==> src/sv/sic_pkg.sv <==
package sic_pkg;

    localparam int COORD_BITS_DEF = 16;
    localparam int FRAC_BITS_DEF  = 16;
    localparam int QUEUE_DEPTH    = 4;
    localparam int POINT_W        = 32;

    localparam logic signed [POINT_W-1:0] POINT_MAX = 32'sh7fff_ffff;
    localparam logic signed [POINT_W-1:0] POINT_MIN = 32'sh8000_0000;

    typedef enum logic [1:0] {
        KIND_NONE   = 2'd0,
        KIND_CROSS  = 2'd1,
        KIND_VERTEX = 2'd2,
        KIND_EDGE   = 2'd3
    } kind_t;

    // Classification result that rides along with the point arithmetic
    typedef struct packed {
        kind_t                     kind;
        logic                      par;
        logic signed [POINT_W-1:0] ppx;
        logic signed [POINT_W-1:0] ppy;
    } side_t;

endpackage

==> src/sv/sic_queue.sv <==
module sic_queue #(
    parameter int WIDTH = 1,
    parameter int DEPTH = sic_pkg::QUEUE_DEPTH
) (
    input  logic             clk,
    input  logic             rst_n,
    input  logic             push,
    input  logic [WIDTH-1:0] wdata,
    output logic             full,
    input  logic             pop,
    output logic [WIDTH-1:0] rdata,
    output logic             empty
);

    localparam int AW = (DEPTH > 1) ? $clog2(DEPTH) : 1;

    logic [WIDTH-1:0] mem_reg [DEPTH];
    logic [AW-1:0]    wr_reg, rd_reg, wr_next, rd_next;
    logic [AW:0]      cnt_reg, cnt_next;

    assign full  = (cnt_reg == (AW+1)'(DEPTH));
    assign empty = (cnt_reg == '0);
    assign rdata = mem_reg[rd_reg];

    always_comb
    begin
        wr_next = (wr_reg == AW'(DEPTH - 1)) ? '0 : wr_reg + 1'b1;
        rd_next = (rd_reg == AW'(DEPTH - 1)) ? '0 : rd_reg + 1'b1;
        case ({push, pop})
            2'b10:   cnt_next = cnt_reg + 1'b1;
            2'b01:   cnt_next = cnt_reg - 1'b1;
            default: cnt_next = cnt_reg;
        endcase
    end

    always_ff @(posedge clk or negedge rst_n)
    begin
        if (!rst_n)
        begin
            wr_reg  <= '0;
            rd_reg  <= '0;
            cnt_reg <= '0;
        end
        else
        begin
            if (push)
                wr_reg <= wr_next;
            if (pop)
                rd_reg <= rd_next;
            cnt_reg <= cnt_next;
        end
    end

    always_ff @(posedge clk)
    begin
        if (push)
            mem_reg[wr_reg] <= wdata;
    end

endmodule

==> config.mk <==
export PLATFORM = sky130hd
export DESIGN_NAME = sic_queue
export DESIGN_NICKNAME = d
export VERILOG_FILES = /design/src/sv/sic_pkg.sv /design/src/sv/sic_queue.sv
export SDC_FILE = /design/constraint.sdc
export NUM_CORES = 1
export LEC_CHECK = 0
export BUFFER_PORTS_ARGS = -buffer_cell sky130_fd_sc_hd__clkbuf_2
export CAP_MARGIN = 25
export CORE_AREA = 2 2 39 41
export DETAILED_ROUTE_END_ITERATION = 8
export DIE_AREA = 0 0 41 43
export PLACE_DENSITY = 0.73
export SETUP_SLACK_MARGIN = 0.4
export SYNTH_ARGS = -nofsm -noshare
export SYNTH_HDL_FRONTEND = slang
export SYNTH_SLANG_ARGS = --single-unit
==> constraint.sdc <==
create_clock -name clk -period 2.3 [get_ports clk]
set_input_delay 0.115 -clock clk [delete_from_list [all_inputs] [get_ports clk]]
set_output_delay 0.115 -clock clk [all_outputs]
set_load 0.005 [all_outputs]
### Word level (Yosys, flattened, before mapping)

Memories as Yosys holds them, arrays and structs flattened.
Index checks and enable logic that the tools add are counted.

| operators by class | value |
|---|---|
| $add $sub $neg | 4 |
| muxes and demuxes | 5 |
| eq/ne operators | 5 |
| reduce and logical (&&, ||, !) cells | 2 |

Operators with widths:

| kind | count |
|---|---|
| 2-bit equality test (second input constant) | 3 |
| 3-bit case mux with 2 select lines | 1 |
| 2-bit by 1-bit adder with 2-bit output (second input constant) | 2 |
| 2-bit two-way mux | 2 |
| 3-bit by 1-bit adder with 3-bit output (second input constant) | 1 |
| 3-bit equality test (second input constant) | 1 |
| 3-bit zero test | 1 |
| 3-bit by 1-bit subtractor with 3-bit output (second input constant) | 1 |
| 2-bit by 1-bit equality test with 1-bit output (second input constant) | 1 |
| 1-bit two-way mux | 2 |
| 2-bit nonzero test | 1 |

| storage, ports and cells | value |
|---|---|
| logic and storage cells | 20 |
| output and inout bits | 3 |
| flip-flop bits (word level) | 7 |
| input port bits | 5 |
| memories | 1 |
| memory bits (writable) | 4 |

Memory list:

| memory | words | bits a word | read ports | clocked after Yosys merged registers in | wr ports | RTL line | text |
|---|---|---|---|---|---|---|---|
| mem_reg | 4 | 1 | 1 | 0 | 1 | sic_queue.sv:17 | `logic [WIDTH-1:0] mem_reg [DEPTH];` |

### Depth between registers and ports, before layout

Gate-level depths: netlist of run 1.

| logic depth | value |
|---|---|
| depth in word-level cells | 2 |
| mapped depth | 7 |
| mapped depth without buffers | 7 |

### Least setup slack after synthesis of run 1

Ideal clock, no wire load.

| timing | value |
|---|---|
| path kind | register to register |
| from | register cnt_reg[0] |
| to | register cnt_reg[2] |
| slack | 997 ps |
| arrival time | 1223 ps |
| required time | 2221 ps |
| library setup time | 79 ps |
| cell stages (with the launch flop) | 6 |
| clock period less this slack | 1303 ps |
| path buffers | 0 |
| cells stage by stage | dfrtp_1 -> inv_1 -> fa_1 -> xor2_1 -> nor2_1 -> xor2_1 |

| on the way | value |
|---|---|
| longest elaborated chain between the ends | 2 |
| elaborated cells between the ends (all ways) | 3 |
| those cells by class | 2 x add/sub; 1 x mux |

Ends and longest elaborated chain:

| what | RTL line | text |
|---|---|---|
| from (decl) | sic_queue.sv:19 | `logic [AW:0] cnt_reg, cnt_next;` |
| from (signal assigned) | sic_queue.sv:50 | `cnt_reg <= cnt_next;` |
| 3-bit by 1-bit subtractor with 3-bit output / 3-bit by 1-bit adder with 3-bit output (equally long branches) | sic_queue.sv:31, sic_queue.sv:30 |  |
| 3-bit case mux with 2 select lines (*) | sic_queue.sv:29 | `case ({push, pop})` |

Every way passes the cells marked *; elsewhere a longest branch is shown, timed or not.
A chain may end at the register's enable or synchronous reset.

### Final worst setup path of run 1

| timing | value |
|---|---|
| from | register rd_reg[0] |
| to | output port rdata |

| on the way | value |
|---|---|
| longest elaborated chain between the ends | 1 |

Ends and longest elaborated chain:

| what | RTL line | text |
|---|---|---|
| from (decl) | sic_queue.sv:18 | `logic [AW-1:0] wr_reg, rd_reg, wr_next, rd_next;` |
| from (signal assigned) | sic_queue.sv:49 | `rd_reg <= rd_next;` |
| memory 4 x 1 bit | - |  |
| to (decl) | sic_queue.sv:11 | `output logic [WIDTH-1:0] rdata,` |

No other way between the ends.

==> results by group, run 1 <==
Outcome
  – Status: finished, final reports clean

STA
  – Worst rel slew slack: 0.883
  – Finish-stage setup viols: 0
  – Post-route clock period utilization: 0.616
  – Final Slew Violations: 0
  – Final hold viol count: 0
  – Final critical-path required period: around 1400 ps
  – Slew @ Worst Pin: 176 ps
  – Setup_tns: 0 ps
  – RSZ-0062 raised after global routing: false
  – Fmax: between 700 and 800 MHz
  – Layout Skew: 9.67 ps

Layout
  – Synth-to-layout area growth: 16.2%
  – Fillers: 129
  – # diodes: 0
  – Design Area, Final: roughly 650 µm²
  – Ratio of cells with drive above 1 in the final layout: 0.327
  – Max FFs per register: 4
  – Post-layout nets: 68

Synthesis
  – Post-Syn Instances: 43
  – Mapped Area: 563 µm²
  – Cell taking the most area after synthesis: dfrtp_1
  – Post-synthesis sequential area ratio: 0.524
  – Synth top area share: 0.311
  – Post-synthesis async set-or-reset flop share: 0.636
  – YS warnings: 0
  – Most area-consuming cells after synthesis: dfrtp_1 (31%), edfxtp_1 (21%), ha_1 (13%), and2_2 (5.3%), mux2_2 (4.0%)
  – Number of flops mapped to enable cells by yosys: 4
  – Syn Nets: 55
  – Post-synth top flop: dfrtp_1
  – Syn avg cell area: 13.1 µm²
  – Distinct cells, synth: 18
  – Flops & latches, synth: 11

Worst setup path
  – Crit path cell chain: mux4_2, clkbuf_2
  – CP max stage delay: 500 ps
  – CP Launch Point: rd_reg[0]$_DFFE_PN0P_
  – Maximum fanout along the worst path: 4
  – FF-to-FF Start: cnt_reg[0]$_DFFE_PN0P_
  – CP Capture Type: primary output
  – Worst setup endpoint: rdata
  – Slowest cell on crit path: mux4_2
  – Reg-to-reg slack, setup: 900 ps
  – Worst Path Required: between 2000 and 2500 ps
  – Setup CP Type: flop to primary output
  – Worst reg-to-reg path cell count: 5
  – Worst Setup Start Kind: flop
  – Worst EP arrival: ~1300 ps
  – Reg-to-reg endpoint: cnt_reg[2]$_DFFE_PN0P_

Clock network
  – Clock Sinks: 11
  – CTS tree: built
  – Htree depth: 1
  – CTS Buf Count: 3
  – Post-CTS Setup Repair Bufs: 0
  – Clock-pin transition on the worst setup and hold timing paths: 70 ps
  – CTS Root Cell: clkbuf_4
  – Clk buf depth: 2
  – Clk Latency, worst-skew pair: 280 ps

Drt
  – Final ANT Viol Nets: 0
  – Drt initial violations: 2
  – Via count: between 300 and 400
  – Via density: between 4 and 5
  – Pre-antenna DRT Iters: 3
  – Post-Route WL: 707 µm
  – Residual DRC count: 0
  – Drt wl/cell: 9.96 µm

Job
  – # Max-Cap Violations: 0

Floorplanning
  – Die width: 41 µm
  – Core region area: 0.00138 mm²
  – IO Pins: 8
  – Initial Util: 0.407
  – Full die area: 0.00176 mm²
  – Rows: 14
  – Chip Height: 43 µm

Worst hold path
  – Hold path depth: 1
  – Hold_sp: wdata
  – Hold Crit Class: input pin to flop

Global route
  – Initial antenna violation count: 0
  – First-pass GRT wire length: around 1.2 mm
  – Largest net degree at the start of global routing: 9
  – GRT Util Overall: 0.114
  – Vias in the first global route: 317
  – GR Overflow Total: 0

Power and ir drop
  – Leakage power: 0.313 nW
  – Power Density: 1090 mW/mm²
  – VDD IR max: 0.000530 V

Place
  – Port bufs: 7
  – Post-DP HPWL: 529 µm
  – Gpl congestion: 0.632
  – Area after detailed placement: 618 µm²
-- power by group --
part / total [mW] / leakage, nW / switching, mW / internal (mW)
logic: 0.245 / 0.178 / 0.109 / 0.136
clock network: 0.132 / 0.0150 / 0.0648 / 0.0672
registers: 0.333 / 0.120 / 0.0542 / 0.279
-- cells in the final DEF (no fill, tap or decap), drive strengths merged --
| cell type | n |
|---|---|
| clkbuf | 11 |
| inv | 6 |
| fa | 1 |
| xnor2 | 1 |
| xor2 | 2 |
| dlygate4sd3 | 1 |
| nor3 | 1 |
| and2 | 4 |
| nand2 | 1 |
| nor2 | 2 |
| or3 | 1 |
| mux4 | 1 |
| ha | 6 |
| and3 | 1 |
| o21ai | 2 |
| edfxtp | 4 |
| dfrtp | 7 |
| mux2 | 2 |
| mux2i | 1 |
-- repair_timing --
action	4_1_cts	5_1_grt
hold buffers	1	0
gates resized for setup	0	0
hold endpoints to repair	7	0
-- how the worst min path moves through the flow --
stage,endpoint,slack [ps]
after detailed placement,cnt_reg[2]$_DFFE_PN0P_,-40
after CTS,mem_reg[3]$_DFFE_PP_,60
after global placement,cnt_reg[0]$_DFFE_PN0P_,-40
final,mem_reg[1]$_DFFE_PP_,70
after global routing,mem_reg[2]$_DFFE_PP_,80
after floorplan,cnt_reg[0]$_DFFE_PN0P_,-180
-- worst max-delay path: cells and delay by family (launching register included) --
family | cells | cell delay, ps
flip-flops | 1 | 400
multiplexers | 1 | 500
buffers and inverters | 1 | 120
-- kinds of logic (layout without fill, tap and decap cells) --
family / count (synthesis) / count (layout) / synth area share
flip-flops: 11 / 11 / 0.524
XOR/XNOR: 3 / 3 / 0.0467
adder cells (fa/ha/maj): 7 / 7 / 0.169
AND/OR/NAND/NOR: 10 / 10 / 0.104
buffers and inverters: 6 / 18 / 0.0400
multiplexers: 4 / 4 / 0.0978
AO/OA/AOI/OAI: 2 / 2 / 0.0178
-- through the flow --
stage                      util  cells  hold slack, ps  worst slack (ps)  power [mW]
after floorplan               -     43            -181               997       0.517
after global placement    0.447     66           -39.8               888       0.578
after detailed placement  0.447     66           -38.7               872       0.588
after global routing      0.473     71            77.8               809       0.777
after CTS                 0.473     71            63.2               863       0.725
final                     0.473     71            72.4               884       0.710
-- routing by layer --
layer	wire length, µm	GRT usage	part of all wire
met1	328	0.145	0.46
met2	301	0.141	0.43
met3	30	0.0314	0.042
met4	46	0.120	0.065
met5	0	0	0
-- Yosys cell counts, types with 2 or more instances --
master,n
and2_2,4
ha_1,6
xor2_1,2
edfxtp_1,4
mux2_2,2
dfrtp_1,7
o21ai_0,2
inv_1,5
nor2_1,2
-- cell type report --
| class | instances | area, µm² | area share |
|---|---|---|---|
| flip-flops and latches | 11 | 295 | 0.451 |
| repair buffers | 8 | 45.0 | 0.0688 |
| inverters | 6 | 22.5 | 0.0344 |
| clock buffers | 4 | 26.3 | 0.0402 |
| well taps | 16 | 20.0 | 0.0306 |
| multi-input cells | 26 | 245 | 0.375 |
(Power assumes the default switching activity.)
==> inputs of run 2 (changes only) <==
- PLACE_DENSITY: 0.73 -> 0.75
- clock period: 2.3 -> 1.3 ns (I/O delays scaled with it)
==> run 2 against run 1 <==
The flow now finishes with violations (setup timing). Sequential share of layout area is 10 points lower. Clock skew decreased by 8.3 ps. Worst hold slack got worse by 51 ps. Combinational power rose to 3.7 times the previous value.
==> results by group, run 2 (same netlist as run 1, synthesis figures left out) <==
Global route
  – GRT busiest layer: met2
  – Met1 usage: 0.169 (+0.0236)
  – Largest net degree at the start of global routing: 8 (-1)
  – GRT Util Overall: 0.143 (+0.0287)
  – GR Overflow Total: 0 (unchanged)
  – GRT met3 Usage: 0.0314 (unchanged)
  – First-pass GRT wire length: 1.64 mm (+32%)
  – Global Route met2 Usage: 0.225 (+0.0844)
  – Initial antenna violation count: 0 (unchanged)
  – Vias in the first global route: 392 (+24%)

STA
  – Layout Skew: 1.34 ps (-8.33 ps)
  – Slew @ Worst Pin: 184 ps (+8.02 ps)
  – Final critical-path required period: 1320 ps
  – Final hold viol count: 0 (unchanged)
  – Fmax: 756 MHz
  – Worst rel slew slack: 0.877 (-0.00535)
  – Final Slew Violations: 0 (unchanged)
  – Finish-stage setup viols: 1 (+1)
  – Setup WS post-layout: -21.9 ps (-906 ps)
  – RSZ-0062 raised after global routing: true
  – Post-route clock period utilization: 1.02
  – Hold WS: 21.4 ps (-51.0 ps)

Clock network
  – Clock-pin transition on the worst setup and hold timing paths: 70 ps (about the same)
  – Htree depth: 1 (unchanged)
  – CTS tree: built
  – CTS Root Cell: clkbuf_4
  – Clk buf depth: 2 (unchanged)
  – Clock Sinks: 11 (unchanged)
  – CTS Buf Count: 3 (unchanged)
  – Clk Latency, worst-skew pair: 260 ps (-20 ps)

Layout
  – # diodes: 0 (unchanged)
  – Area of the multi-input gates: 327 µm² (+33%)
  – Design Area, Final: 852 µm² (+30%)
  – Commonest cells after routing, fill and taps aside: buf_4 (7), clkbuf_2 (6), dfrtp_1 (5), buf_6 (5)
  – Post-layout nets: 80 (+18%)
  – FF/Latch Area: 298 µm² (+0.85%)
  – Max FFs per register: 4 (unchanged)
  – Fillers: 107 (-17%)
  – Synth-to-layout area growth: 51.3%
  – Ratio of cells with drive above 1 in the final layout: 0.657 (+0.329)
  – Most common cell after layout, fill and taps aside: buf_4
  – Core Util, Final: 0.616 (+0.143)

Worst hold path
  – Hold Crit Class: input pin to flop

Power and ir drop
  – Power Density: 2080 mW/mm² (+92%)
  – Cell internal pwr: 1.17 mW (+140%)
  – Clock power share: 0.129 (-0.057)
  – Sw frac: 0.341 (+0.0204)
  – Net Sw Power: 0.605 mW (+170%)
  – Reg power frac: 0.362 (-0.107)
  – Part of the power in combinational logic: 0.508 (+0.163)
  – VDD IR max: 0.000887 V (+67%)
  – Leakage power: 0.383 nW (+23%)

Worst setup path
  – Maximum fanout along the worst path: 2 (-2)
  – Setup CP Type: flop to primary output
  – CP Capture Type: primary output
  – CP max stage delay: 500 ps (about the same)
  – Worst Path Required: 1240 ps (-940 ps)
  – WP buf/inv: 1 (unchanged)
  – CP top delay family: multiplexers
  – Slowest cell on crit path: mux4_2
  – Worst Setup Start Kind: flop
  – Worst EP arrival: 1260 ps (-40 ps)
  – Crit path cell chain: mux4_2, clkbuf_2

Drt
  – Post-Route WL: 981 µm (+39%)
  – Final ANT Viol Nets: 0 (unchanged)
  – Residual DRC count: 0 (unchanged)
  – Drt initial violations: 9 (+7)
  – Via count: 388 (+18%)
  – Pre-antenna DRT Iters: 4 (+1)
  – Via density: 4.67 (+0.88%)
  – Drt wl/cell: 11.8 µm (+19%)

Outcome
  – Status: finished, violations left
  – Failing checks: setup timing

Job
  – # Max-Cap Violations: 0 (unchanged)

Floorplanning
  – Chip Height: 43 µm (unchanged)
  – Core region area: 0.00138 mm² (unchanged)
  – IO Pins: 8 (unchanged)
  – Rows: 14 (unchanged)
  – Die width: 41 µm (unchanged)
  – Initial Util: 0.407 (unchanged)
  – Full die area: 0.00176 mm² (unchanged)

Place
  – Pre-CTS setup slack: -32.5 ps (-904 ps)
  – Post-DP HPWL: 650 µm (+23%)
  – Gpl congestion: 0.720 (+14%)
  – Port bufs: 7 (unchanged)
  – Area after detailed placement: 682 µm² (+10%)
[run 2: power by group through the flow]
| stage | sequential (mW) | combinational (mW) | clock, mW |
|---|---|---|---|
| 6_report | 0.642 | 0.901 | 0.229 |
| 3_3_place_gp | 0.612 | 0.509 | 0 |
| 4_1_cts | 0.628 | 0.806 | 0.240 |
| 2_1_floorplan | 0.601 | 0.378 | 0 |
| 5_1_grt | 0.663 | 1.01 | 0.256 |
| 3_5_place_dp | 0.616 | 0.541 | 0 |
[run 2: worst register-to-register path: stages (launching register included)]
cell and delay [ps]:
dfrtp_1 370, inv_2 60, fa_2 350, xor2_1 140, nor2_1 130, xor2_1 160
[run 2: per-layer routing]
layer	vias up	part of all wire	routed length, µm
met5	-	0	0
met4	0	0.014	14
met3	2	0.014	14
met2	6	0.55	537
met1	186	0.42	414
li1	194	-	-
[run 2: repair_timing]
action / in CTS / in global routing
setup endpoints to repair: 13 / 14
gates resized for setup: 15 / 4
pin swaps: 11 / 4
hold endpoints to repair: 7 / 0
setup buffers: 6 / 2
hold buffers: 1 / 0
[run 2: path summary, 6_finish.rpt]
check	end	cells past startpoint	slack, ps	start
max	rdata	2	-20	rd_reg[0]$_DFFE_PN0P_
min	mem_reg[1]$_DFFE_PP_	1	20	wdata
max reg2reg	cnt_reg[2]$_DFFE_PN0P_	5	10	cnt_reg[1]$_DFFE_PN0P_
min reg2reg	rd_reg[1]$_DFFE_PN0P_	1	560	rd_reg[1]$_DFFE_PN0P_
max in group asynchronous	wr_reg[0]$_DFFE_PN0P_	2	950	rst_n
min in group asynchronous	cnt_reg[2]$_DFFE_PN0P_	2	170	rst_n
[run 2: final cells by class]
| class | count | area share |
|---|---|---|
| Tap cell | 16 | 0.0235 |
| Clock buffer | 4 | 0.0308 |
| Timing Repair Buffer | 20 | 0.181 |
| Multi-Input combinational cell | 26 | 0.383 |
| Sequential cell | 11 | 0.349 |
| Inverter | 6 | 0.0323 |
[run 2: metrics by stage]
step | setup TNS (ps) | cells | total power [mW]
2_1_floorplan | 0 | 43 | 0.979
3_3_place_gp | 0 | 70 | 1.12
3_5_place_dp | -32.5 | 70 | 1.16
4_1_cts | -46.9 | 81 | 1.67
5_1_grt | -168 | 83 | 1.93
6_report | -21.9 | 83 | 1.77
